===== src/sv/rbc_pkg.sv =====
`timescale 1ns / 1ps

package rbc_pkg;

  localparam int unsigned VALUE_W  = 32;
  localparam int unsigned RANK_W   = 6;
  localparam int unsigned RANK_MAX = 63;

  // out tdata: rank, overflow, zero fill to a whole byte
  localparam int unsigned OUT_DATA_W = 8;

endpackage


===== src/sv/rbc_cell.sv =====
`timescale 1ns / 1ps

module rbc_cell #(
  parameter int unsigned CNT_W = 6
) (
  input  logic                        clk_i,
  input  logic                        rst_ni,
  // item travelling down the chain
  input  logic                        probe_valid_i,
  input  logic signed [31:0]          probe_value_i,
  input  logic        [CNT_W-1:0]     probe_cnt_i,
  output logic                        probe_valid_o,
  output logic signed [31:0]          probe_value_o,
  output logic        [CNT_W-1:0]     probe_cnt_o,
  // drain shift towards cell 0
  input  logic                        shift_i,
  input  logic                        next_occ_i,
  input  logic        [CNT_W-1:0]     next_cnt_i,
  output logic                        occ_o,
  output logic        [CNT_W-1:0]     cnt_o
);

  import rbc_pkg::*;

  logic                     occ_q, occ_d;
  logic signed [VALUE_W-1:0] value_q, value_d;
  logic [CNT_W-1:0]         cnt_q, cnt_d;
  logic                     pv_q, pv_d;
  logic signed [VALUE_W-1:0] pval_q, pval_d;
  logic [CNT_W-1:0]         pcnt_q, pcnt_d;
  logic                     probe_lt;   // travelling item below held value
  logic                     held_lt;    // held value below travelling item

  assign probe_lt = probe_value_i < value_q;
  assign held_lt  = value_q < probe_value_i;

  always_comb begin
    occ_d   = occ_q;
    value_d = value_q;
    cnt_d   = cnt_q;
    pv_d    = 1'b0;
    pval_d  = probe_value_i;
    pcnt_d  = probe_cnt_i;
    if (shift_i) begin
      occ_d = next_occ_i;
      cnt_d = next_cnt_i;
    end else if (probe_valid_i) begin
      if (occ_q) begin
        // held entry is older: count both ways and pass the item on
        cnt_d  = cnt_q + CNT_W'(probe_lt);
        pv_d   = 1'b1;
        pcnt_d = probe_cnt_i + CNT_W'(held_lt);
      end else begin
        // first free cell: the item settles here
        occ_d   = 1'b1;
        value_d = probe_value_i;
        cnt_d   = probe_cnt_i;
      end
    end
  end

  always_ff @(posedge clk_i or negedge rst_ni) begin
    if (!rst_ni) begin
      occ_q <= 1'b0;
      pv_q  <= 1'b0;
    end else begin
      occ_q <= occ_d;
      pv_q  <= pv_d;
    end
  end

  always_ff @(posedge clk_i) begin
    value_q <= value_d;
    cnt_q   <= cnt_d;
    pval_q  <= pval_d;
    pcnt_q  <= pcnt_d;
  end

  assign probe_valid_o = pv_q;
  assign probe_value_o = pval_q;
  assign probe_cnt_o   = pcnt_q;
  assign occ_o         = occ_q;
  assign cnt_o         = cnt_q;

endmodule


===== config.mk =====
export PLATFORM = sky130hd
export DESIGN_NAME = rbc_cell
export DESIGN_NICKNAME = d
export VERILOG_FILES = /design/src/sv/rbc_pkg.sv /design/src/sv/rbc_cell.sv
export SDC_FILE = /design/constraint.sdc
export NUM_CORES = 1
export LEC_CHECK = 0
export BUFFER_PORTS_ARGS = -buffer_cell sky130_fd_sc_hd__buf_4
export CAP_MARGIN = 20
export CORE_ASPECT_RATIO = 1.5
export CORE_MARGIN = 8
export CORE_UTILIZATION = 51
export CTS_BUF_LIST = sky130_fd_sc_hd__clkbuf_16
export CTS_CLUSTER_DIAMETER = 50
export DETAILED_ROUTE_END_ITERATION = 10
export GPL_TIMING_DRIVEN = 0
export MAX_ROUTING_LAYER = met4
export PLACE_DENSITY_LB_ADDON = 0.08
export SYNTH_ARGS = -nofsm -noshare
export SYNTH_HDL_FRONTEND = slang
export SYNTH_SLANG_ARGS = --single-unit

===== constraint.sdc =====
create_clock -name clk_i -period 3.8 [get_ports clk_i]
set_input_delay 0.76 -clock clk_i [delete_from_list [all_inputs] [get_ports clk_i]]
set_output_delay 0.76 -clock clk_i [all_outputs]
set_load 0.05 [all_outputs]

==> metrics.csv <==
stage;metric;value;unit
run_status;status;complete, no violations;
synth;synth-edff-count;38;
detailed_routing;vias;2118;
synth;synth_top_flop_cell;edfxtp_1;
synth;ys_ff_latch;78;
global_routing;antenna_found_initial;0;
sta;drv_slew;0;
placed_design;hpwl;5.02;mm
sta;worstMarginPinSlew;0.499;ns
worst_setup_path;max_stage_delay;0.59;ns
detailed_routing;drt-total-wl;6.31;mm
finish;ff_latch_area;1950;sq um
worst_setup_path;critical_path.cell_chain;buf_4 -> inv_1 -> ha_2 -> and4_4 -> nand4_1 -> or4_4 -> a31oi_4 -> nor3_1 -> nand2b_1 -> ha_1 -> ha_1 -> nand3_1 -> xor2_1 -> nand2_1 -> o21ai_0 -> o21ai_0;
sta;grt_setup_unrepaired;false;
clock_network;cts_sinks;78;
clock_network;clock_path_buffers;2;
synth;yosys-top-cells-area;edfxtp_1 37%, dfxtp_1 24%, ha_1 14%;
worst_setup_path;worstSetupPathType;input port to flip-flop;
synth;syn_avg_cell_area;12.7;sq um
detailed_routing;firstDrtPassIters;4;
power_and_ir_drop;leakage;2.03;nW
detailed_routing;drc;0;
finish;fillers;474;
detailed_routing;viasPerCell;4.90;
sta;report.final.setup_viol;0;
power_and_ir_drop;max-vdd-ir-drop;0.000345;V
finish;n_antenna_cell;0;
floorplanning;die_w;79.9;microns
detailed_routing;drt_iter0_drc;92;
worst_setup_path;timing.rr.end;cnt_o[4]$_DFFE_PP_;
run;maxCapViolCount;0;
sta;fin_crit_sh;94.0;%
floorplanning;core_area;6040;sq um
global_routing;grt_pass1_wl;10.5;mm
worst_setup_path;endpoint_kind;flip-flop;
worst_setup_path;crit_fanout;5;
sta;skew;0.00511;ns
synth;yosysTopAreaCellShare;36.5;%
finish;final_area;4330;sq um
worst_setup_path;path_buf_inv;2;
floorplanning;io_pins;95;
worst_setup_path;r2r_setup_slack;0.39;ns
worst_setup_path;crit_arrival;3.63;ns
placed_design;gp_congestion;0.754;
finish;layout.nets;438;
sta;hold_viol;0;
worst_setup_path;critPathTopFamily;simple AND/OR/NAND/NOR gates;
global_routing;grt_pass1_vias;2323;
clock_network;numCtsBuffers;9;
synth;ys_seq_area_share;62.5;%
min_path;hp-class;input port to async pin;
power_and_ir_drop;power_density;512;nW/um^2
clock_network;clk_latency;0.33;ns
synth;synth_nets;331;
sta;post-route-min-period;3.57;ns
worst_setup_path;worstPathRequired;3.86;ns
worst_setup_path;rr_worst_depth;14;
worst_setup_path;cp_slowest_cell;or4_4;
synth;synth_top_area_cell;edfxtp_1;
floorplanning;die_y;112;microns
worst_setup_path;r2r_start;value_q[31]$_DFFE_PP_;
clock_network;htree_levels;3;
worst_setup_path;start_kind;input port;
synth;synth_cells;246;
placed_design;port_buffers;94;
finish;final_layout_size_suffix_gt1_share;33.2;%
synth;ys_async_sr_fraction;2.56;%
synth;synthTopCellsByCount;38 x dfxtp_1, 38 x edfxtp_1, 36 x ha_1;
sta;relSlewSlack;66.7;%
clock_network;clkTransAtPathRegs;0.06;ns
clock_network;cts_tree;built;
finish;final_core_util;71.6;%
global_routing;grt_max_degree;16;
synth;ys_warn_count;0;
sta;fmax;0.280;GHz
detailed_routing;wl_per_cell;14.6;microns
clock_network;clockRootBuffer;clkbuf_16;
global_routing;track_usage;15.4;%
floorplanning;initial_core_util;51.7;%
synth;ys_types;33;
finish;syn_to_final_growth;38.5;%
global_routing;grt_overflow;0;
floorplanning;dieArea;8940;sq um
placed_design;dpl_cell_area;3980;sq um
floorplanning;row_count;35;
finish;multi_input_area;1070;sq um
synth;synthesis.area;3120;sq um
detailed_routing;drtAntennaViolNets;0;
how the worst max path moves through the flow:
stage                              end               from  slack [ns]  cells after the start
CTS                 cnt_o[4]$_DFFE_PP_  probe_value_i[31]        0.19                     16
floorplan           cnt_o[4]$_DFFE_PP_  probe_value_i[31]        0.35                     15
finish              cnt_o[4]$_DFFE_PP_  probe_value_i[31]        0.23                     16
global route        cnt_o[4]$_DFFE_PP_  probe_value_i[31]     0.00001                     16
global placement    cnt_o[4]$_DFFE_PP_  probe_value_i[31]       -0.09                     16
detailed placement  cnt_o[4]$_DFFE_PP_  probe_value_i[31]       -0.14                     16
cells in the final DEF, fill, tap and decap left out, types with 4 or more instances in the layout:
master	synthesis	routed
nor2_1	4	4
nand2_1	20	20
o21ai_0	16	16
a21o_1	4	4
ha_1	36	35
clkbuf_16	0	9
edfxtp_1	38	38
dfxtp_1	38	38
nand3_1	5	5
a21oi_1	8	8
nand4_1	6	6
inv_1	33	35
buf_4	0	94
xnor2_1	5	5
what timing repair did:
| action | CTS | global route |
|---|---|---|
| endpoints found under the hold margin | 0 | 0 |
| hold buffers | 0 | 0 |
| endpoints found under the setup margin | 0 | 1 |
| gates resized for setup | 0 | 4 |
| buffers inserted | 0 | 0 |
layer usage:
layer | part of all wire (%) | track usage [%] | vias up | wire (microns)
li1 | - | - | 1084 | -
met1 | 39 | 16.2 | 960 | 2450
met2 | 51 | 24.1 | 64 | 3240
met3 | 7.7 | 5.48 | 10 | 487
met4 | 2.1 | 8.29 | 0 | 131
met5 | 0 | - | - | 0
report_power, final:
group          total (mW)  switching (mW)  internal, mW  leakage (nW)
registers           0.947          0.0173         0.930         0.701
logic               0.334           0.208         0.126          1.16
clock network       0.936           0.303         0.633         0.169
total                2.22           0.529          1.69          2.03
worst register-to-register path, cell delays in order, from the launching register on:
cell      delay, ns
edfxtp_1       0.37
ha_2           0.40
and4_4         0.25
nand4_1        0.13
or4_4          0.59
a31oi_4        0.20
nor3_1         0.09
nand2b_1       0.19
ha_1           0.21
ha_1           0.21
nand3_1        0.10
xor2_1         0.15
nand2_1        0.06
o21ai_0        0.09
o21ai_0        0.10
metrics by stage:
step / total power, mW / TNS [ns] / cells / setup WS, ns / hold slack (ns)
after floorplan: 1.16 / 0 / 246 / 0.351 / 0.464
after global placement: 1.29 / -0.0983 / 414 / -0.0944 / 0.543
after detailed placement: 1.30 / -0.181 / 416 / -0.144 / 0.543
after CTS: 2.24 / 0 / 432 / 0.192 / 0.195
after global routing: 2.30 / 0 / 432 / 0.0000124 / 0.197
final: 2.22 / 0 / 432 / 0.226 / 0.204
registers in the layout, indices dropped and copies added (netlist names):
register	flops
probe_value_o	32
value_q	32
cnt_o	6
probe_cnt_o	6
occ_o	1
probe_valid_o	1
cells by family (layout without fill, tap and decap cells):
logic type | Yosys count | in the layout | synth area share [%]
compound gates | 36 | 36 | 7.21
xor+xnor | 8 | 8 | 2.24
fa+ha+maj | 36 | 36 | 14.4
buf+inv | 36 | 148 | 4.33
flops | 78 | 78 | 62.5
mux | 4 | 4 | 1.36
simple gates | 48 | 48 | 7.93
final cells by class:
class | instances | share of cell area, %
buffer | 3 | 0.260
clock inverter | 7 | 2.46
sequential | 78 | 45.1
timing repair buffer | 96 | 17.3
multi-input combinational | 132 | 24.7
clock buffer | 9 | 5.21
inverter | 33 | 2.86
tap | 74 | 2.14
Power figures use the tool's default switching activity.
